### src/hw/rtl/pwdr_pkg.sv
`default_nettype none

package pwdr_pkg;

    // field widths
    localparam int DIM_W      = 12;
    localparam int PITCH_W    = 14;
    localparam int BPP_W      = 3;
    localparam int COLOR_W    = 32;
    localparam int OFFSET_W   = 24;
    localparam int BE_W       = 4;
    localparam int MODE_W     = 2;
    localparam int GLYPH_W    = 8;
    localparam int CFG_IDX_W  = 2;
    localparam int CFG_DATA_W = 14;

    // glyph expansion
    localparam int GLYPH_WIDTH = 8;
    localparam int COL_W       = $clog2(GLYPH_WIDTH);
    localparam int CNT_W       = COL_W + 1;

    // default screen limits
    localparam int MAX_WIDTH_DEF  = 2048;
    localparam int MAX_HEIGHT_DEF = 2048;

    // register reset values
    localparam logic [DIM_W-1:0]   SCREEN_WIDTH_RST  = 12'd640;
    localparam logic [DIM_W-1:0]   SCREEN_HEIGHT_RST = 12'd480;
    localparam logic [PITCH_W-1:0] ROW_PITCH_RST     = 14'd2560;
    localparam logic [BPP_W-1:0]   BPP_RST           = 3'd4;

    // pixel formats
    localparam logic [BPP_W-1:0]   BPP_NARROW     = 3'd3;
    localparam logic [BE_W-1:0]    BE_NARROW      = 4'h7;
    localparam logic [BE_W-1:0]    BE_WIDE        = 4'hF;
    localparam logic [COLOR_W-1:0] COLOR_LOW_MASK = 32'h00FF_FFFF;

    typedef enum logic [MODE_W-1:0] {
        MODE_PIXEL = 2'd0,
        MODE_GLYPH = 2'd1,
        MODE_FLUSH = 2'd2
    } mode_t;

    typedef enum logic [CFG_IDX_W-1:0] {
        REG_SCREEN_WIDTH    = 2'd0,
        REG_SCREEN_HEIGHT   = 2'd1,
        REG_ROW_PITCH       = 2'd2,
        REG_BYTES_PER_PIXEL = 2'd3
    } cfg_reg_t;

    typedef struct packed {
        logic                write_valid;
        logic [OFFSET_W-1:0] byte_offset;
        logic [COLOR_W-1:0]  write_data;
        logic [BE_W-1:0]     byte_enable;
        logic                rect_valid;
        logic [DIM_W-1:0]    rect_x_min;
        logic [DIM_W-1:0]    rect_x_max;
        logic [DIM_W-1:0]    rect_y_min;
        logic [DIM_W-1:0]    rect_y_max;
        logic                last_result;
    } result_t;

endpackage

`default_nettype wire

### src/hw/rtl/pwdr_out_skid.sv
`default_nettype none

module pwdr_out_skid (
    input  wire                aclk,
    input  wire                aresetn,
    input  wire                in_valid,
    output logic               in_ready,
    input  wire pwdr_pkg::result_t in_res,
    output logic               out_valid,
    input  wire                out_ready,
    output pwdr_pkg::result_t  out_res
);
    import pwdr_pkg::*;

    logic    main_valid_reg, main_valid_next;
    logic    skid_valid_reg, skid_valid_next;
    result_t main_res_reg, main_res_next;
    result_t skid_res_reg, skid_res_next;
    logic    push;

    // upstream only sees the skid slot, so ready never depends on out_ready
    assign in_ready  = !skid_valid_reg;
    assign push      = in_valid && !skid_valid_reg;
    assign out_valid = main_valid_reg;
    assign out_res   = main_res_reg;

    always_comb begin
        main_valid_next = main_valid_reg;
        skid_valid_next = skid_valid_reg;
        main_res_next   = main_res_reg;
        skid_res_next   = skid_res_reg;
        if (!main_valid_reg || out_ready) begin
            if (skid_valid_reg) begin
                main_valid_next = 1'b1;
                main_res_next   = skid_res_reg;
                skid_valid_next = 1'b0;
            end else begin
                main_valid_next = push;
                main_res_next   = in_res;
            end
        end else if (push) begin
            skid_valid_next = 1'b1;
            skid_res_next   = in_res;
        end
    end

    always_ff @(posedge aclk) begin
        if (!aresetn) begin
            main_valid_reg <= 1'b0;
            skid_valid_reg <= 1'b0;
        end else begin
            main_valid_reg <= main_valid_next;
            skid_valid_reg <= skid_valid_next;
        end
        main_res_reg <= main_res_next;
        skid_res_reg <= skid_res_next;
    end

endmodule

`default_nettype wire

### src/hw/rtl/pixel_writer_dirty_rect_core.sv
// Pixel writer with dirty-rectangle tracking. Each request is a put-pixel, a
// glyph row or a flush. A put-pixel on screen gives one byte write at
// y*row_pitch + x*pixel_size (wrapping at 24 bits) with a 3- or 4-lane mask;
// a glyph row gives one write per visible glyph bit, most significant bit at
// the leftmost column, clipped at the right edge; a flush gives the dirty box
// (right and bottom clamped to the current screen) and clears it. Every write
// grows the box. Requests that are off screen, and the unused mode code,
// produce no result and leave the box alone. Rate: a request is registered on
// acceptance (the row multiply happens there), then the expansion stage
// issues one result per cycle while the output buffer has room; a put-pixel
// or flush gives one result, a glyph row one per written pixel (1 to 8), and
// a request with no result gives none; the next request is accepted in the
// cycle the previous one issues its final result. A two-entry output buffer
// decouples the expansion stage from m_ready: its ready comes from a register,
// not from m_ready. Configuration is to be written only while the block is
// idle; the block itself does not enforce it.
`default_nettype none

module pixel_writer_dirty_rect_core #(
    parameter int MAX_WIDTH  = pwdr_pkg::MAX_WIDTH_DEF,
    parameter int MAX_HEIGHT = pwdr_pkg::MAX_HEIGHT_DEF
) (
    input  wire                                 aclk,
    input  wire                                 aresetn,
    // configuration write port
    input  wire                                 cfg_wr_en,
    input  wire  [pwdr_pkg::CFG_IDX_W-1:0]      cfg_index,
    input  wire  [pwdr_pkg::CFG_DATA_W-1:0]     cfg_data,
    // request channel
    input  wire                                 s_valid,
    output logic                                s_ready,
    input  wire  [pwdr_pkg::MODE_W-1:0]         s_mode,
    input  wire  [pwdr_pkg::DIM_W-1:0]          s_pos_x,
    input  wire  [pwdr_pkg::DIM_W-1:0]          s_pos_y,
    input  wire  [pwdr_pkg::COLOR_W-1:0]        s_fore_color,
    input  wire  [pwdr_pkg::COLOR_W-1:0]        s_back_color,
    input  wire  [pwdr_pkg::GLYPH_W-1:0]        s_glyph_bits,
    // result channel
    output logic                                m_valid,
    input  wire                                 m_ready,
    output logic                                m_write_valid,
    output logic [pwdr_pkg::OFFSET_W-1:0]       m_byte_offset,
    output logic [pwdr_pkg::COLOR_W-1:0]        m_write_data,
    output logic [pwdr_pkg::BE_W-1:0]           m_byte_enable,
    output logic                                m_rect_valid,
    output logic [pwdr_pkg::DIM_W-1:0]          m_rect_x_min,
    output logic [pwdr_pkg::DIM_W-1:0]          m_rect_x_max,
    output logic [pwdr_pkg::DIM_W-1:0]          m_rect_y_min,
    output logic [pwdr_pkg::DIM_W-1:0]          m_rect_y_max,
    output logic                                m_last_result
);
    import pwdr_pkg::*;

    // screen limits in one extra bit so a limit of 4096 still compares right
    localparam logic [DIM_W:0] MAX_W_EXT = (DIM_W + 1)'(MAX_WIDTH);
    localparam logic [DIM_W:0] MAX_H_EXT = (DIM_W + 1)'(MAX_HEIGHT);

    // ------------------------------------------------------------------
    // configuration registers
    // ------------------------------------------------------------------
    logic [DIM_W-1:0]   screen_width_reg;
    logic [DIM_W-1:0]   screen_height_reg;
    logic [PITCH_W-1:0] row_pitch_reg;
    logic [BPP_W-1:0]   bpp_reg;

    always_ff @(posedge aclk) begin
        if (!aresetn) begin
            screen_width_reg  <= SCREEN_WIDTH_RST;
            screen_height_reg <= SCREEN_HEIGHT_RST;
            row_pitch_reg     <= ROW_PITCH_RST;
            bpp_reg           <= BPP_RST;
        end else if (cfg_wr_en) begin
            case (cfg_reg_t'(cfg_index))
                REG_SCREEN_WIDTH:    screen_width_reg  <= cfg_data[DIM_W-1:0];
                REG_SCREEN_HEIGHT:   screen_height_reg <= cfg_data[DIM_W-1:0];
                REG_ROW_PITCH:       row_pitch_reg     <= cfg_data[PITCH_W-1:0];
                REG_BYTES_PER_PIXEL: bpp_reg           <= cfg_data[BPP_W-1:0];
                default: begin
                end
            endcase
        end
    end

    // effective screen size, oversized settings clamp to the limits
    logic [DIM_W-1:0] w_eff;
    logic [DIM_W-1:0] h_eff;
    logic             wide_px;

    assign w_eff   = ({1'b0, screen_width_reg} > MAX_W_EXT) ? MAX_W_EXT[DIM_W-1:0]
                                                            : screen_width_reg;
    assign h_eff   = ({1'b0, screen_height_reg} > MAX_H_EXT) ? MAX_H_EXT[DIM_W-1:0]
                                                             : screen_height_reg;
    // anything but 3 bytes per pixel means 32-bit pixels
    assign wide_px = (bpp_reg != BPP_NARROW);

    // ------------------------------------------------------------------
    // request decode at acceptance
    // ------------------------------------------------------------------
    mode_t                   s_mode_c;
    logic                    on_screen;
    logic [DIM_W-1:0]        span;
    logic [CNT_W-1:0]        glyph_cnt;
    logic [CNT_W-1:0]        count_c;
    logic [DIM_W-1:0]        end_c;
    logic                    has_res_c;
    logic [DIM_W+PITCH_W-1:0] row_prod;

    assign s_mode_c  = mode_t'(s_mode);
    assign on_screen = (s_pos_x < w_eff) && (s_pos_y < h_eff);
    assign span      = w_eff - s_pos_x;
    // pixels of a glyph row left of the right edge
    assign glyph_cnt = (span >= DIM_W'(GLYPH_WIDTH)) ? CNT_W'(GLYPH_WIDTH)
                                                      : span[CNT_W-1:0];
    assign count_c   = (s_mode_c == MODE_GLYPH) ? glyph_cnt : CNT_W'(1);
    assign end_c     = s_pos_x + DIM_W'(count_c);
    assign row_prod  = s_pos_y * row_pitch_reg;

    always_comb begin
        case (s_mode_c)
            MODE_PIXEL: has_res_c = on_screen;
            MODE_GLYPH: has_res_c = on_screen;
            MODE_FLUSH: has_res_c = 1'b1;
            default:    has_res_c = 1'b0;
        endcase
    end

    // ------------------------------------------------------------------
    // expansion stage: while the output buffer has room, one result per cycle
    // ------------------------------------------------------------------
    logic                work_valid_reg, work_valid_next;
    mode_t               work_mode_reg;
    logic                work_has_res_reg;
    logic [DIM_W-1:0]    work_x_reg;
    logic [DIM_W-1:0]    work_y_reg;
    logic [COLOR_W-1:0]  work_fg_reg;
    logic [COLOR_W-1:0]  work_bg_reg;
    logic [GLYPH_W-1:0]  work_bits_reg, work_bits_next;
    logic [COL_W-1:0]    work_col_reg, work_col_next;
    logic [CNT_W-1:0]    work_cnt_reg;
    logic [DIM_W-1:0]    work_end_reg;
    logic [OFFSET_W-1:0] work_row_base_reg;

    logic s_accept;
    logic out_ready_int;
    logic step;
    logic last_col;
    logic finishing;

    assign last_col  = ({1'b0, work_col_reg} + CNT_W'(1)) == work_cnt_reg;
    // a request with no result retires without waiting for the output buffer
    assign step      = work_valid_reg && (!work_has_res_reg || out_ready_int);
    assign finishing = step && (!work_has_res_reg || last_col);
    assign s_ready   = !work_valid_reg || finishing;
    assign s_accept  = s_valid && s_ready;

    always_comb begin
        work_valid_next = work_valid_reg;
        work_bits_next  = work_bits_reg;
        work_col_next   = work_col_reg;
        if (s_accept) begin
            work_valid_next = 1'b1;
            work_bits_next  = s_glyph_bits;
            work_col_next   = '0;
        end else if (finishing) begin
            work_valid_next = 1'b0;
        end else if (step) begin
            // next glyph column: shift the leftmost bit out
            work_bits_next = {work_bits_reg[GLYPH_W-2:0], 1'b0};
            work_col_next  = work_col_reg + COL_W'(1);
        end
    end

    always_ff @(posedge aclk) begin
        if (!aresetn) begin
            work_valid_reg <= 1'b0;
        end else begin
            work_valid_reg <= work_valid_next;
        end
        work_bits_reg <= work_bits_next;
        work_col_reg  <= work_col_next;
        if (s_accept) begin
            work_mode_reg     <= s_mode_c;
            work_has_res_reg  <= has_res_c;
            work_x_reg        <= s_pos_x;
            work_y_reg        <= s_pos_y;
            work_fg_reg       <= s_fore_color;
            work_bg_reg       <= s_back_color;
            work_cnt_reg      <= count_c;
            work_end_reg      <= end_c;
            work_row_base_reg <= row_prod[OFFSET_W-1:0];
        end
    end

    // ------------------------------------------------------------------
    // dirty box
    // ------------------------------------------------------------------
    logic             dirty_flag_reg, dirty_flag_next;
    logic [DIM_W-1:0] dirty_left_reg, dirty_left_next;
    logic [DIM_W-1:0] dirty_right_reg, dirty_right_next;
    logic [DIM_W-1:0] dirty_top_reg, dirty_top_next;
    logic [DIM_W-1:0] dirty_bottom_reg, dirty_bottom_next;
    logic [DIM_W-1:0] row_end;

    assign row_end = work_y_reg + DIM_W'(1);

    // the box is updated when a request retires, so a flush behind it sees it
    always_comb begin
        dirty_flag_next   = dirty_flag_reg;
        dirty_left_next   = dirty_left_reg;
        dirty_right_next  = dirty_right_reg;
        dirty_top_next    = dirty_top_reg;
        dirty_bottom_next = dirty_bottom_reg;
        if (finishing && work_has_res_reg) begin
            case (work_mode_reg)
                MODE_PIXEL, MODE_GLYPH: begin
                    dirty_flag_next = 1'b1;
                    if (!dirty_flag_reg) begin
                        dirty_left_next   = work_x_reg;
                        dirty_right_next  = work_end_reg;
                        dirty_top_next    = work_y_reg;
                        dirty_bottom_next = row_end;
                    end else begin
                        if (work_x_reg < dirty_left_reg) begin
                            dirty_left_next = work_x_reg;
                        end
                        if (work_end_reg > dirty_right_reg) begin
                            dirty_right_next = work_end_reg;
                        end
                        if (work_y_reg < dirty_top_reg) begin
                            dirty_top_next = work_y_reg;
                        end
                        if (row_end > dirty_bottom_reg) begin
                            dirty_bottom_next = row_end;
                        end
                    end
                end
                MODE_FLUSH: begin
                    dirty_flag_next = 1'b0;
                end
                default: begin
                end
            endcase
        end
    end

    always_ff @(posedge aclk) begin
        if (!aresetn) begin
            dirty_flag_reg   <= 1'b0;
            dirty_left_reg   <= '0;
            dirty_right_reg  <= '0;
            dirty_top_reg    <= '0;
            dirty_bottom_reg <= '0;
        end else begin
            dirty_flag_reg   <= dirty_flag_next;
            dirty_left_reg   <= dirty_left_next;
            dirty_right_reg  <= dirty_right_next;
            dirty_top_reg    <= dirty_top_next;
            dirty_bottom_reg <= dirty_bottom_next;
        end
    end

    // ------------------------------------------------------------------
    // result formation
    // ------------------------------------------------------------------
    logic [DIM_W-1:0]    px;
    logic [OFFSET_W-1:0] px_ext;
    logic [OFFSET_W-1:0] px_bytes;
    logic [COLOR_W-1:0]  px_color;
    logic [DIM_W-1:0]    clamp_right;
    logic [DIM_W-1:0]    clamp_bottom;
    result_t             work_res;

    assign px       = work_x_reg + DIM_W'(work_col_reg);
    assign px_ext   = OFFSET_W'(px);
    // x*4 for 32-bit pixels, x*3 for 24-bit pixels
    assign px_bytes = wide_px ? (px_ext << 2) : ((px_ext << 1) + px_ext);
    // glyph bits pick foreground or background, a plain pixel is foreground
    assign px_color = ((work_mode_reg == MODE_GLYPH) && !work_bits_reg[GLYPH_W-1])
                      ? work_bg_reg : work_fg_reg;
    // flush clamps only the right and bottom edges to the current screen
    assign clamp_right  = (dirty_right_reg > w_eff) ? w_eff : dirty_right_reg;
    assign clamp_bottom = (dirty_bottom_reg > h_eff) ? h_eff : dirty_bottom_reg;

    always_comb begin
        work_res = '0;
        case (work_mode_reg)
            MODE_PIXEL, MODE_GLYPH: begin
                work_res.write_valid = 1'b1;
                work_res.byte_offset = work_row_base_reg + px_bytes;
                work_res.write_data  = wide_px ? px_color : (px_color & COLOR_LOW_MASK);
                work_res.byte_enable = wide_px ? BE_WIDE : BE_NARROW;
                work_res.last_result = last_col;
            end
            MODE_FLUSH: begin
                // a clean flush reports an all-zero box
                work_res.rect_valid  = dirty_flag_reg;
                if (dirty_flag_reg) begin
                    work_res.rect_x_min = dirty_left_reg;
                    work_res.rect_x_max = clamp_right;
                    work_res.rect_y_min = dirty_top_reg;
                    work_res.rect_y_max = clamp_bottom;
                end
                work_res.last_result = 1'b1;
            end
            default: begin
            end
        endcase
    end

    // ------------------------------------------------------------------
    // output buffer
    // ------------------------------------------------------------------
    result_t out_res;

    pwdr_out_skid u_out_skid (
        .aclk      (aclk),
        .aresetn   (aresetn),
        .in_valid  (work_valid_reg && work_has_res_reg),
        .in_ready  (out_ready_int),
        .in_res    (work_res),
        .out_valid (m_valid),
        .out_ready (m_ready),
        .out_res   (out_res)
    );

    assign m_write_valid = out_res.write_valid;
    assign m_byte_offset = out_res.byte_offset;
    assign m_write_data  = out_res.write_data;
    assign m_byte_enable = out_res.byte_enable;
    assign m_rect_valid  = out_res.rect_valid;
    assign m_rect_x_min  = out_res.rect_x_min;
    assign m_rect_x_max  = out_res.rect_x_max;
    assign m_rect_y_min  = out_res.rect_y_min;
    assign m_rect_y_max  = out_res.rect_y_max;
    assign m_last_result = out_res.last_result;

`ifndef SYNTHESIS
    // a retiring flush always leaves the box clean
    assert property (@(posedge aclk) disable iff (!aresetn)
        (finishing && work_has_res_reg && (work_mode_reg == MODE_FLUSH))
        |=> !dirty_flag_reg)
    else $error("dirty box not cleared after flush");

    // a retiring on-screen write always leaves the box marked
    assert property (@(posedge aclk) disable iff (!aresetn)
        (finishing && work_has_res_reg &&
         ((work_mode_reg == MODE_PIXEL) || (work_mode_reg == MODE_GLYPH)))
        |=> dirty_flag_reg)
    else $error("dirty box not marked after write");

    // the column counter never runs past the visible glyph pixels
    assert property (@(posedge aclk) disable iff (!aresetn)
        (work_valid_reg && work_has_res_reg)
        |-> (({1'b0, work_col_reg} < work_cnt_reg) && (work_cnt_reg != '0)))
    else $error("glyph column beyond visible count");

    // a write result never carries a rectangle
    assert property (@(posedge aclk) disable iff (!aresetn)
        (m_valid && m_write_valid) |-> (!m_rect_valid && (m_byte_enable != '0)))
    else $error("write result with rectangle fields");
`endif

endmodule

`default_nettype wire

### config.mk
export PLATFORM = sky130hd
export DESIGN_NAME = pixel_writer_dirty_rect_core
export DESIGN_NICKNAME = d
export VERILOG_FILES = /design/src/hw/rtl/pwdr_pkg.sv /design/src/hw/rtl/pwdr_out_skid.sv /design/src/hw/rtl/pixel_writer_dirty_rect_core.sv
export SDC_FILE = /design/constraint.sdc
export NUM_CORES = 1
export LEC_CHECK = 0
export BUFFER_PORTS_ARGS = -buffer_cell sky130_fd_sc_hd__buf_2
export CORE_AREA = 2 2 252 254
export CTS_CLUSTER_DIAMETER = 30
export DETAILED_ROUTE_END_ITERATION = 6
export DIE_AREA = 0 0 254 256
export PLACE_DENSITY_LB_ADDON = 0.25
export SLEW_MARGIN = 20
export SYNTH_ARGS = -nofsm -noshare
export SYNTH_HDL_FRONTEND = slang
export SYNTH_SLANG_ARGS = --single-unit
### constraint.sdc
create_clock -name aclk -period 9.8 [get_ports aclk]
set_clock_uncertainty 0.15 [all_clocks]
set_input_delay 0.98 -clock aclk [delete_from_list [all_inputs] [get_ports aclk]]
set_output_delay 0.98 -clock aclk [all_outputs]
set_load 0.1 [all_outputs]
# After elaboration in Yosys (flattened, before gate mapping)
# Index checks and enable logic that the tools add are counted.
[totals] ff_bits=457 input_bits=119 output_inout_bits=113
[op_classes] addsub=8 mul=1 magnitude_cmp=11 eq_ne=14 muxes=31 bitwise_logic=3 n_reduce_logical=38
[op_table] operator="2-to-1 mux 12 bit" count=12
[op_table] operator="2-to-1 mux 111 bit" count=1
[op_table] operator="2-to-1 mux 32 bit" count=2
[op_table] operator="2-to-1 mux 61 bit" count=1
[op_table] operator="2-to-1 mux 49 bit" count=1
[op_table] operator="greater-than comparator 12 bit" count=4
[op_table] operator="less-than comparator 12 bit" count=4
[op_table] operator="2-to-1 mux 48 bit" count=1
[op_table] operator="adder 24 x 14 -> 24 bit" count=1
[op_table] operator="greater-than comparator 12 bit (second input constant)" count=2
[op_table] operator="multiplier 12 x 14 -> 24 bit" count=1
[op_table] operator="2-to-1 mux 8 bit" count=3
[op_table] operator="AND reduction 2 bit" count=8
[op_table] operator="adder 13 x 12 -> 14 bit" count=1
[op_table] operator="2-to-1 mux 14 bit" count=1
[op_table] operator="adder 12 x 1 -> 12 bit (second input constant)" count=1
[op_table] operator="adder 12 x 3 -> 12 bit" count=1
[op_table] operator="adder 12 x 4 -> 12 bit" count=1
[op_table] operator=">= comparator 12 x 4 -> 1 bit (second input constant)" count=1
[op_table] operator="2-to-1 mux 4 bit" count=3
[op_table] operator="AND reduction 3 bit" count=4
[op_table] operator="subtractor 12 bit" count=1
[op_table] operator="equality test 2 bit (second input constant)" count=4
[op_table] operator="logical AND 1 bit" count=8
[op_table] operator="other kinds (15)" count=39

# Depth between registers and ports, before layout
# Gate-level depths: netlist (run 1).
[logic_depth] ltp_word=8 depth_mapped=23 ltp_nobuf=23

# Cells and area by module
# Synthesis (run 1) repeated with hierarchy kept, for this count alone.
[unflattened] cells_unflattened=2462 hier_area_um2=27541.4
[modules_own_cells] mod="pixel_writer_dirty_rect_core" n_inst=1 cells_each=2108 area_per_inst_um2=19207.2 seq_area_each_um2=6055.8
[modules_own_cells] mod="pwdr_out_skid" n_inst=1 cells_each=354 area_per_inst_um2=8334.2 seq_area_each_um2=6706.4

# Least setup slack after synthesis (run 1)
# Ideal clock, no wire load.
[synth_path] path_kind="register -> register" start="reg u_out_skid.main_valid_reg (netlist: u_out_skid.out_valid)" end="reg u_out_skid.skid_res_reg[0] (netlist bit) (enable)" setup_ns=0.576 arrival_time_ns=8.601 required_time_ns=9.074 path_slack_ns=0.473 stages_incl_launch_ff=3 path_buffers=0 period_less_slack_ns=9.327 path_cell_list="dfxtp_1 nand2b_1 nor2_1"
[synth_via] elab_chain_cells=4
[synth_rtl] element="start, declared" line_no="pwdr_out_skid.sv:15" source="logic main_valid_reg, main_valid_next;"
[synth_rtl] element="start signal, assigned" line_no="pwdr_out_skid.sv:52" source="main_valid_reg <= main_valid_next;"
[synth_rtl] element="logical NOT 1 bit" line_no="pwdr_out_skid.sv:32" source="if (!main_valid_reg || out_ready) begin"
[synth_rtl] element="logical OR 1 bit" line_no="pwdr_out_skid.sv:32"
[synth_rtl] element="NOT 1 bit (no line)"
[synth_rtl] element="AND reduction 2 bit (no line)"
[synth_rtl] element="end signal, assigned" line_no="pwdr_out_skid.sv:56" source="skid_res_reg <= skid_res_next;"
[synth_rtl] element="end, declared" line_no="pwdr_out_skid.sv:18" source="result_t skid_res_reg, skid_res_next;"
# Every way passes these cells.
# A chain may end at the register's enable or synchronous reset.

# Worst setup path after layout (run 1)
[layout_path] start="reg row_pitch_reg[5]" end="reg work_row_base_reg[21], data pin"
[layout_via] elab_chain_cells=1
[layout_rtl] element="start, declared" line_no="pixel_writer_dirty_rect_core.sv:63" source="logic [PITCH_W-1:0] row_pitch_reg;"
[layout_rtl] element="start signal, assigned" line_no="pixel_writer_dirty_rect_core.sv:76" source="REG_ROW_PITCH: row_pitch_reg <= cfg_data[PITCH_W-1:0];"
[layout_rtl] element="multiplier 12 x 14 -> 24 bit" line_no="pixel_writer_dirty_rect_core.sv:116" source="assign row_prod = s_pos_y * row_pitch_reg;"
[layout_rtl] element="via row_prod[21]" line_no="pixel_writer_dirty_rect_core.sv:106" source="logic [DIM_W+PITCH_W-1:0] row_prod;"
[layout_rtl] element="end signal, assigned" line_no="pixel_writer_dirty_rect_core.sv:190" source="work_row_base_reg <= row_prod[OFFSET_W-1:0];"
[layout_rtl] element="end, declared" line_no="pixel_writer_dirty_rect_core.sv:141" source="logic [OFFSET_W-1:0] work_row_base_reg;"
# The timed path passes the listed nets, and every way through them passes these cells.

==> results of run 1 <==
## power groups by stage
stage	Clock [mW]	Combinational (mW)	Sequential, mW
final	3.27	1.29	2.30
after global placement	0	1.27	2.33
after global routing	3.41	1.41	2.31
after detailed placement	0	1.29	2.33
after CTS	3.32	1.30	2.30
after floorplan	0	0.655	2.66
## how the worst min path moves through the flow
stage	to	slack (ns)	cells after the start	from
3_3_place_gp	screen_height_reg[3]$_SDFFE_PN0P_	0.30	2	screen_height_reg[3]$_SDFFE_PN0P_
2_1_floorplan	screen_height_reg[10]$_SDFFE_PN0P_	0.29	2	screen_height_reg[10]$_SDFFE_PN0P_
5_1_grt	work_fg_reg[28]$_DFFE_PP_	0.33	1	s_fore_color[28]
3_5_place_dp	screen_height_reg[3]$_SDFFE_PN0P_	0.30	2	screen_height_reg[3]$_SDFFE_PN0P_
6_report	screen_height_reg[3]$_SDFFE_PN0P_	0.31	2	screen_height_reg[3]$_SDFFE_PN0P_
4_1_cts	screen_height_reg[3]$_SDFFE_PN0P_	0.31	2	screen_height_reg[3]$_SDFFE_PN0P_
## routing by layer
metal  vias up  track usage, %
met5         -               0
met4         0            6.76
met3       114            3.74
met2       573            33.7
met1      9391            27.3
li1       9114               -
## final cells by class
cell class,count,share of cell area [%]
diodes,1,0.00784
clock buffers,128,8.43
clock inverters,58,2.22
inverters,240,2.82
multi-input cells,1692,39.8
flip-flops and latches,451,39.4
well taps,846,3.32
repair buffers,247,4.00
## kinds of logic after synthesis
family	Yosys count	synth area share, %
compound gates	403	9.56
fa+ha+maj	307	17.9
simple gates	802	13.5
flops	451	47.3
mux	93	3.78
buf+inv	353	5.07
xor+xnor	87	2.87
## synth_stat cells, types with 7 or more instances
| cell type | number |
|---|---|
| and3_1 | 13 |
| and2_1 | 69 |
| xnor2_1 | 60 |
| mux2_2 | 60 |
| o21a_1 | 13 |
| fa_1 | 124 |
| nand2_1 | 426 |
| nand3_1 | 68 |
| nor2b_1 | 21 |
| nand4_1 | 10 |
| nor2_1 | 132 |
| ha_1 | 183 |
| xor2_1 | 27 |
| mux2i_1 | 33 |
| a21o_1 | 26 |
| o211ai_1 | 8 |
| dfxtp_1 | 96 |
| edfxtp_1 | 355 |
| inv_1 | 240 |
| nor3_1 | 12 |
| nand2b_1 | 9 |
| a21oi_1 | 149 |
| o31ai_1 | 65 |
| a211oi_1 | 11 |
| or2_2 | 7 |
| clkbuf_1 | 97 |
| o21ai_0 | 70 |
## per-stage QoR
step	setup slack, ns	instance area [sq um]	total power [mW]
after CTS	3.97	31900	6.92
after global routing	3.61	31900	7.13
final	3.93	31900	6.86
after global placement	3.42	28500	3.60
after floorplan	0.473	26600	3.31
after detailed placement	3.33	28500	3.62
## critical path: stages (launching register included)
cell,delay [ns]
dfxtp_1,0.68
nand2_1,0.17
fa_1,0.57
inv_1,0.05
fa_1,0.49
inv_1,0.05
fa_1,0.47
inv_1,0.05
fa_1,0.50
fa_1,0.49
ha_1,0.25
nor4_1,0.27
o21ai_0,0.20
a31oi_1,0.36
a21oi_1,0.18
a221o_1,0.37
a21oi_1,0.17
xnor2_1,0.09
==> summary.md, run 1 <==
| Metric | Value |
|---|---|
| R2R cell count | `17` |
| Syn_nets | `2922` |
| Synthesis-to-layout area growth | `20.0%` |
| Die Height | `256 um` |
| Crit Path Max Fanout | `13` |
| Grt total ovfl | `0` |
| Global-route wire length before repair | `105000 um` |
| M1 WL | `29700 um` |
| H-tree depth | `3` |
| Avg Synthesized Cell Area | `10.7 sq um` |
| DR WL/cell | `18.3 um` |
| Port Buf Inserts | `231` |
| Power Density | `215 nW/um^2` |
| Post-Syn Area | `26600 sq um` |
| Worst skew pair latency | `0.65 ns` |
| Outcome | `finished clean` |
| Switching portion of total power | `30.3%` |
| Clk pwr share | `47.7%` |
| Row cnt | `92` |
| Setup violators final | `0` |
| CTS tree | `done` |
| Fill cells | `5567` |
| YS warnings | `0` |
| Die width | `254 um` |
| Reg clk slew, reported paths | `0.05 ns` |
| Commonest non-fill, non-tap cells in the layout | `nand2_1, edfxtp_1, inv_1` |
| Final Hold Slack | `0.306 ns` |
| Yosys cell types | `72` |
| Initial core utilization | `42.6%` |
| Crit path time final | `5.87 ns` |
| First-pass DRT Iterations | `5` |
| Pins Over Slew Limit | `0` |
| Max Clk Rate | `170 MHz` |
| RR Endpoint | `work_row_base_reg[21]$_DFFE_PP_` |
| DR vias/cell | `5.24` |
| Storage element area | `12600 sq um` |
| Register area share after synthesis | `47.3%` |
| Share of layout cells above drive strength 1 | `17.4%` |
| Core area | `62400 sq um` |
| #FFs+latches synth | `451` |
| Drt first-iter violations | `1267` |
| Area of the multi-input gates | `12700 sq um` |
| CTS resizes | `0` |
| Sequential power share | `33.5%` |
| Final #Nets | `3156` |
| Post-DRT Antenna Nets | `0` |
| Static Leak | `13.3 nW` |
| Hold-fix buffers at CTS | `0` |
| Drt total wl | `66900 um` |
| Via count | `19200` |
| Postcts setup bufs | `0` |
| Fin. Hold Viols | `0` |
| Crit. End Element | `flip-flop` |
| Final Util | `51.2%` |
| Area share of the largest cell type after synthesis | `40.1%` |
| Area leader, netlist | `edfxtp_1` |
| Io pins | `232` |
| Hold Crit Class | `reg -> reg` |
| Ranking of synthesized cells by area | `edfxtp_1, fa_1, ha_1, dfxtp_1, nand2_1` |
| Hpwl dp | `48400 um` |
| Setup TNS | `0 ns` |
| Final Wtd Congestion | `0.890` |
| Cts bufs inserted | `98` |
| Largest net degree at the start of global routing | `91` |
| Commonest non-fill, non-tap cell in the layout | `nand2_1` |
| CTS Sinks | `451` |
| Cell count after synthesis | `2496` |
| DR WL met3 | `4010 um` |
| WS Path Type | `reg -> reg` |
| Synth async-reset ratio | `0%` |
| Placed Instances | `3476` |
| Layout Cells excl Fill | `3663` |
| RSZ-0062 raised after global routing | `no` |
| R2R setup slack | `3.93 ns` |
| Worst slew pin tran | `1.07 ns` |
| Worst Setup Start Kind | `flip-flop` |
| Total of max-cap violations | `0` |
| Post-synth EDFFs | `355` |
| Int Power | `4.78 mW` |
| Antenna violations before repair | `2` |
| Max clock buf depth | `3` |
| DR top layer | `met4` |
| Reg2Reg Launch Point | `row_pitch_reg[5]$_SDFFE_PN0P_` |
| Gate power share | `18.8%` |
| Max IR drop VDD | `0.000127 V` |
| CTS root buffer | `clkbuf_16` |
| Crit path DAT | `6.06 ns` |
| Primary FF master, synth | `edfxtp_1` |
| Total Routing Usage GR | `20.5%` |
| Crit path launch | `row_pitch_reg[5]$_SDFFE_PN0P_` |
| Crit path to | `work_row_base_reg[21]$_DFFE_PP_` |
| Worst Path Required | `9.99 ns` |
| DRC viols | `0` |
| Routed length on met2 | `31600 um` |
| Fin crit share | `59.9%` |
| Die Area | `65000 sq um` |
| Max-Slew Margin vs Limit | `28.4%` |
| NetSw | `2.08 mW` |
| Vias in the first global route | `19400` |
Note: power is estimated with default switching activity, not from simulation.
==> inputs of run 2 (changes only) <==
==> constraint.sdc (replaced) <==
create_clock -name aclk -period 5.6 [get_ports aclk]
set_clock_uncertainty 0.15 [all_clocks]
set_input_delay 0.56 -clock aclk [delete_from_list [all_inputs] [get_ports aclk]]
set_output_delay 0.56 -clock aclk [all_outputs]
set_load 0.1 [all_outputs]
==> run 2 against run 1 <==
Against the previous run: combinational power is 86% higher; critical endpoint unchanged; highest routed layer unchanged; worst hold slack worse by 0.27 ns; critical path depth is 2 lower.
==> summary.md, run 2 (synthesis results as in run 1) <==
| Metric | Value |
|---|---|
| Total power | `12.5 mW (+82%)` |
| Die Height | `256 um (unchanged)` |
| Power Density | `374 nW/um^2 (+74%)` |
| Row cnt | `92 (unchanged)` |
| Commonest non-fill, non-tap cells in the layout | `nand2_1, edfxtp_1, inv_1` |
| Max Clk Rate | `187 MHz (+9.7%)` |
| Worst slew pin tran | `1.06 ns (-0.00951 ns)` |
| Layout Cells excl Fill | `3800 (+3.7%)` |
| CTS root buffer | `clkbuf_16` |
| CTS Sinks | `451 (unchanged)` |
| Drt total wl | `71000 um (+6.0%)` |
| Number of cells on the worst hold path | `1 (-1)` |
| Reg2Reg Launch Point | `row_pitch_reg[6]$_SDFFE_PN0P_` |
| Via count | `19900 (+3.5%)` |
| Final #Nets | `3290 (+4.2%)` |
| Area post-placement | `29000 sq um (+1.7%)` |
| Final Wtd Congestion | `0.903 (+1.6%)` |
| Final Hold Slack | `0.0341 ns (-0.272 ns)` |
| Cell area after layout | `33400 sq um (+4.8%)` |
| Cts bufs inserted | `101 (+3.1%)` |
| M2 GR Usage | `36.1% (+2.4 points)` |
| R2R setup slack | `0.25 ns (-3.68 ns)` |
| Fill cells | `5413 (-2.8%)` |
| DRC viols | `0 (unchanged)` |
| Max clock buf depth | `3 (unchanged)` |
| RR Endpoint | `work_row_base_reg[21]$_DFFE_PP_` |
| Met1 usage | `28.1% (+0.79 points)` |
| Hold Crit Class | `in -> reg` |
| Antenna violations before repair | `2 (unchanged)` |
| Io pins | `232 (unchanged)` |
| Max-Slew Margin vs Limit | `29.0% (+0.63 points)` |
| Largest net degree at the start of global routing | `94 (+3.3%)` |
| Total Routing Usage GR | `21.5% (+1.0 points)` |
| Global-route wire length before repair | `110000 um (+4.8%)` |
| Vias in the first global route | `20000 (+3.2%)` |
| Crit path time final | `5.35 ns (-0.521 ns)` |
| Hpwl dp | `50800 um (+4.8%)` |
| DR WL/cell | `18.7 um (+2.2%)` |
| Drt first-iter violations | `1405 (+11%)` |
| Share of layout cells above drive strength 1 | `20.2% (+2.8 points)` |
| Global route hottest layer | `met2` |
| First-pass DRT Iterations | `5 (unchanged)` |
| Hold Startpoint | `s_pos_x[2]` |
| Post-DRT Antenna Nets | `0 (unchanged)` |
| Worst Path Required | `5.80 ns (-4.19 ns)` |
| H-tree depth | `3 (unchanged)` |
| Crit Path Max Fanout | `5 (-8)` |
| Crit. End Element | `flip-flop` |
| Port Buf Inserts | `231 (unchanged)` |
| Max IR drop VDD | `0.000251 V (+98%)` |
| Placed Instances | `3538 (+1.8%)` |
| R2R cell count | `15 (-2)` |
| Outcome | `finished clean` |
| Pins Over Slew Limit | `0 (unchanged)` |
| Met3 Use GR | `4.30% (+0.56 points)` |
| Fin. Hold Viols | `0 (unchanged)` |
| Crit path DAT | `5.55 ns (-0.51 ns)` |
| Endpoint, Worst Hold | `work_x_reg[2]$_DFFE_PP_` |
| Total of max-cap violations | `0 (unchanged)` |
| Static Leak | `14.1 nW (+5.8%)` |
| Reg clk slew, reported paths | `0.05 ns (about the same)` |
| WS Path Type | `reg -> reg` |
| Core area | `62400 sq um (unchanged)` |
| Grt total ovfl | `0 (unchanged)` |
| CTS tree | `done` |
| Die Area | `65000 sq um (unchanged)` |
| Fin crit share | `95.5% (+36 points)` |
| Commonest non-fill, non-tap cell in the layout | `nand2_1` |
| Setup violators final | `0 (unchanged)` |
| Worst skew pair latency | `0.65 ns (about the same)` |
| Synthesis-to-layout area growth | `25.8%` |
| Die width | `254 um (unchanged)` |
| Worst Setup Start Kind | `flip-flop` |
| Initial core utilization | `42.6% (unchanged)` |
| Setup TNS | `0 ns (unchanged)` |
| DR vias/cell | `5.23 (-0.19%)` |
run 2: changes by cell type in the layout (fill, tap and decap cells not counted), sizes merged:
cell,delta
clkinvlp,+7
buf,+64
clkbuf,+2
dlygate4sd3,+67
clkinv,-3
run 2: per-stage QoR:
stage / setup slack [ns] / util, %
6_report: 0.249 / 53.6
5_1_grt: -0.0181 / 53.6
2_1_floorplan: 0.0443 / -
4_1_cts: 0.0297 / 53.4
3_3_place_gp: -0.0993 / 46.5
3_5_place_dp: -0.145 / 46.5
run 2: what timing repair did:
item,in CTS,in global routing
endpoints found under the hold margin,67,0
setup buffers,0,1
resized for setup,2,24
hold buffers,67,0
pin swaps,0,2
endpoints found under the setup margin,4,21
gates cloned,0,0
run 2: final cells by class:
cell class / count / area [sq um] / area share, %
antenna: 1 / 2.50 / 0.00748
timing repair buffer: 378 / 2480 / 7.43
clock inverter: 62 / 712 / 2.13
inverter: 240 / 901 / 2.69
sequential: 451 / 12600 / 37.7
tap: 846 / 1060 / 3.16
multi-input combinational: 1692 / 12800 / 38.2
clock buffer: 130 / 2930 / 8.75
run 2: critical path, stage by stage (launching register included):
cell,delay (ns)
dfxtp_2,0.35
buf_4,0.16
and2_1,0.15
fa_1,0.57
fa_1,0.46
fa_1,0.52
fa_1,0.53
fa_1,0.52
ha_1,0.38
a21oi_1,0.15
o21ai_0,0.13
a31oi_1,0.24
a21oi_1,0.13
a221o_1,0.35
a21oi_1,0.17
xnor2_1,0.09
run 2: layer usage:
metal / up-vias / wire, um / share of wire, %
met5: - / 0 / 0
met4: 0 / 1600 / 2.3
met3: 108 / 4310 / 6.1
met2: 556 / 34500 / 49
met1: 9818 / 30500 / 43
li1: 9390 / - / -
run 2: report_power, final:
part           total (mW)  internal (mW)  leakage, nW  switching, mW
combinational        2.40          0.769         8.05           1.63
clock                6.09           4.09         1.75           2.00
sequential           4.02           3.90         4.30          0.120
total                12.5           8.75         14.1           3.75
run 2: worst max path at each step:
stage                                   from                                end  cells past startpoint
6_report       row_pitch_reg[6]$_SDFFE_PN0P_    work_row_base_reg[21]$_DFFE_PP_                     15
4_1_cts        row_pitch_reg[2]$_SDFFE_PN0P_    work_row_base_reg[22]$_DFFE_PP_                     17
2_1_floorplan                    s_pos_y[11]    work_row_base_reg[22]$_DFFE_PP_                     18
3_3_place_gp                      s_pos_y[5]    work_row_base_reg[21]$_DFFE_PP_                     18
5_1_grt         work_col_reg[0]$_SDFFE_PP0P_  u_out_skid.out_res[103]$_DFFE_PP_                     23
3_5_place_dp                      s_pos_y[5]    work_row_base_reg[21]$_DFFE_PP_                     18
==> inputs of run 3 (changes only) <==
--- a/config.mk
+++ b/config.mk
@@ -10,7 +10,7 @@
 export CTS_CLUSTER_DIAMETER = 30
 export DETAILED_ROUTE_END_ITERATION = 6
 export DIE_AREA = 0 0 254 256
-export PLACE_DENSITY_LB_ADDON = 0.25
+export PLACE_DENSITY = 0.66
 export SLEW_MARGIN = 20
 export SYNTH_ARGS = -nofsm -noshare
 export SYNTH_HDL_FRONTEND = slang
==> run 3 against run 2 <==
Against the previous run: largest cell class unchanged; sequential cell count unchanged; critical path depth stayed put; worst setup slack worse by 0.013 ns; utilization about the same; critical endpoint unchanged; sequential share of layout area about the same.
==> summary.md, run 3 (synthesis results as in run 1) <==
| Metric | Value |
|---|---|
| Met3 Use GR | `3.73% (-0.57 points)` |
| R2R setup slack | `0.24 ns (about the same)` |
| Largest net degree at the start of global routing | `92 (-2.1%)` |
| Crit path launch | `row_pitch_reg[7]$_SDFFE_PN0P_` |
| Postcts setup bufs | `0 (unchanged)` |
| DRC viols | `0 (unchanged)` |
| Max clock buf depth | `3 (unchanged)` |
| Row cnt | `92 (unchanged)` |
| Int Power | `8.80 mW (+0.54%)` |
| Worst Setup Start Kind | `flip-flop` |
| Setup violators final | `0 (unchanged)` |
| First-pass DRT Iterations | `5 (unchanged)` |
| Die width | `254 um (unchanged)` |
| Via count | `19900 (+0.23%)` |
| Global route hottest layer | `met2` |
| CTS tree | `done` |
| Critical path's most frequent cell | `fa_1` |
| Antenna violations before repair | `2 (unchanged)` |
| DR vias/cell | `5.23 (about the same)` |
| Post-DRT Antenna Nets | `0 (unchanged)` |
| CTS root buffer | `clkbuf_16` |
| Hold Crit Class | `in -> reg` |
| Max IR drop VDD | `0.000312 V (+24%)` |
| Worst path bufs/invs | `1 (unchanged)` |
| Die Area | `65000 sq um (unchanged)` |
| Worst Path Required | `5.80 ns (about the same)` |
| Setup TNS | `0 ns (unchanged)` |
| Met1 usage | `27.6% (-0.45 points)` |
| RSZ-0062 raised after global routing | `yes` |
| Static Leak | `14.1 nW (about the same)` |
| Final Wtd Congestion | `0.922 (+2.0%)` |
| DR WL/cell | `18.4 um (-1.2%)` |
| Share of layout cells above drive strength 1 | `19.8% (-0.39 points)` |
| Slowest Stage Delay on Critical Path | `0.52 ns (-0.05 ns)` |
| Final Util | `53.6% (about the same)` |
| CP top delay family | `adder cells` |
| Gate power share | `19.1% (about the same)` |
| Drt first-iter violations | `1236 (-12%)` |
| Worst skew pair latency | `0.65 ns (about the same)` |
| Max-Slew Margin vs Limit | `33.5% (+4.5 points)` |
| Port Buf Inserts | `231 (unchanged)` |
| Initial core utilization | `42.6% (unchanged)` |
| Outcome | `finished clean` |
| Power Density | `375 nW/um^2 (+0.36%)` |
| Total of max-cap violations | `0 (unchanged)` |
| Drt total wl | `70200 um (-1.0%)` |
| WS Path Type | `reg -> reg` |
| Reg clk slew, reported paths | `0.05 ns (about the same)` |
| Vias in the first global route | `20500 (+2.6%)` |
| Total Routing Usage GR | `21.5% (-0.043 points)` |
| Fin crit share | `95.8% (+0.23 points)` |
| Die Height | `256 um (unchanged)` |
| Switching portion of total power | `29.9% (-0.14 points)` |
| Fin. Hold Viols | `0 (unchanged)` |
| Worst slew pin tran | `0.998 ns (-0.0669 ns)` |
| Grt total ovfl | `0 (unchanged)` |
| Reg2Reg Launch Point | `row_pitch_reg[7]$_SDFFE_PN0P_` |
| M2 GR Usage | `36.3% (+0.20 points)` |
| Crit. End Element | `flip-flop` |
| Max Clk Rate | `186 MHz (-0.24%)` |
| Clk pwr share | `48.8% (about the same)` |
| Hold Startpoint | `cfg_data[13]` |
| Global-route wire length before repair | `110000 um (+0.62%)` |
| Cell breakdown of the critical path | `buf_4 > and2_1 > fa_1 > fa_1 > fa_1 > fa_1 > fa_1 > ha_1 > a21oi_1 > o21ai_0 > a31oi_1 > a21oi_1 > a221o_1 > a21oi_1 > xnor2_1` |
| Sequential power share | `32.0% (about the same)` |
| Critical path's slowest cell | `fa_1` |
| Final #Nets | `3298 (+0.24%)` |
| Hpwl dp | `50400 um (-0.82%)` |
| Synthesis-to-layout area growth | `25.8% (about the same)` |
| H-tree depth | `3 (unchanged)` |
| Cts bufs inserted | `102 (+0.99%)` |
| Crit path time final | `5.36 ns (+0.0131 ns)` |
| NetSw | `3.75 mW (-0.15%)` |
| Commonest non-fill, non-tap cells in the layout | `nand2_1, edfxtp_1, inv_1` |
| CTS Sinks | `451 (unchanged)` |
| Crit path DAT | `5.57 ns (+0.02 ns)` |
| Io pins | `232 (unchanged)` |
| Core area | `62400 sq um (unchanged)` |
| Commonest non-fill, non-tap cell in the layout | `nand2_1` |
| Crit Path Max Fanout | `8 (+3)` |
| Pins Over Slew Limit | `0 (unchanged)` |
==> run 3: changes by cell type in the layout (fill, tap and decap cells not counted), moves of 3 or more <==
cell and change:
bufinv_16 +5, clkbuf_16 -4, clkinv_2 -3, clkinv_1 +4, buf_4 +8, clkbuf_8 -6, clkbuf_1 +7, clkinvlp_4 -6
==> run 3: what timing repair did <==
item | CTS | global route
hold buffers | 68 | 0
endpoints found under the hold margin | 68 | 0
setup endpoints to repair | 0 | 21
resized for setup | 0 | 21
==> run 3: worst reg2reg max path, cell delays in order, from the launching register on <==
cell	delay, ns
dfxtp_2	0.44
buf_4	0.18
and2_1	0.14
fa_1	0.44
fa_1	0.50
fa_1	0.52
fa_1	0.52
fa_1	0.51
ha_1	0.38
a21oi_1	0.15
o21ai_0	0.14
a31oi_1	0.23
a21oi_1	0.15
a221o_1	0.36
a21oi_1	0.18
xnor2_1	0.08
==> run 3: worst paths after layout <==
| path | end | cells past startpoint |
|---|---|---|
| setup reg to reg | work_row_base_reg[21]$_DFFE_PP_ | 15 |
| hold / removal | row_pitch_reg[13]$_SDFFE_PN0P_ | 3 |
| setup / recovery | work_row_base_reg[21]$_DFFE_PP_ | 15 |
| hold reg to reg | screen_height_reg[1]$_SDFFE_PN0P_ | 2 |
==> run 3: power by group through the flow <==
stage | sequential (mW) | combinational (mW) | clock [mW]
after global routing | 4.04 | 2.62 | 6.39
final | 4.02 | 2.40 | 6.13
after CTS | 4.02 | 2.38 | 6.21
after detailed placement | 4.08 | 2.33 | 0
after global placement | 4.08 | 2.28 | 0
after floorplan | 4.65 | 1.15 | 0
==> run 3: per-layer routing <==
layer,up-vias,part of all wire [%]
met3,117,5.7
li1,9422,-
met4,0,2.6
met5,-,0
met1,9796,43
met2,583,49
==> run 3: area by class of cell <==
type | count | area, sq um
Timing Repair Buffer | 385 | 2510
Tap cell | 846 | 1060
Clock inverter | 65 | 848
Antenna cell | 2 | 5.00
Inverter | 240 | 901
Clock buffer | 127 | 2770
Sequential cell | 451 | 12600
Fill cell | 5418 | 29000
Multi-Input combinational cell | 1692 | 12700
==> run 3: metrics by stage <==
| stage | total power [mW] | cell area, sq um | std cells | hold slack [ns] | setup WS, ns |
|---|---|---|---|---|---|
| finish | 12.5 | 33400 | 3808 | 0.0399 | 0.236 |
| global route | 13.0 | 33400 | 3808 | 0.00664 | -0.0214 |
| CTS | 12.6 | 33400 | 3806 | 0.00690 | 0.0320 |
| detailed placement | 6.41 | 29100 | 3546 | 0.298 | -0.168 |
| global placement | 6.36 | 29100 | 3546 | 0.295 | -0.102 |
| floorplan | 5.80 | 26600 | 2496 | 0.286 | 0.0443 |
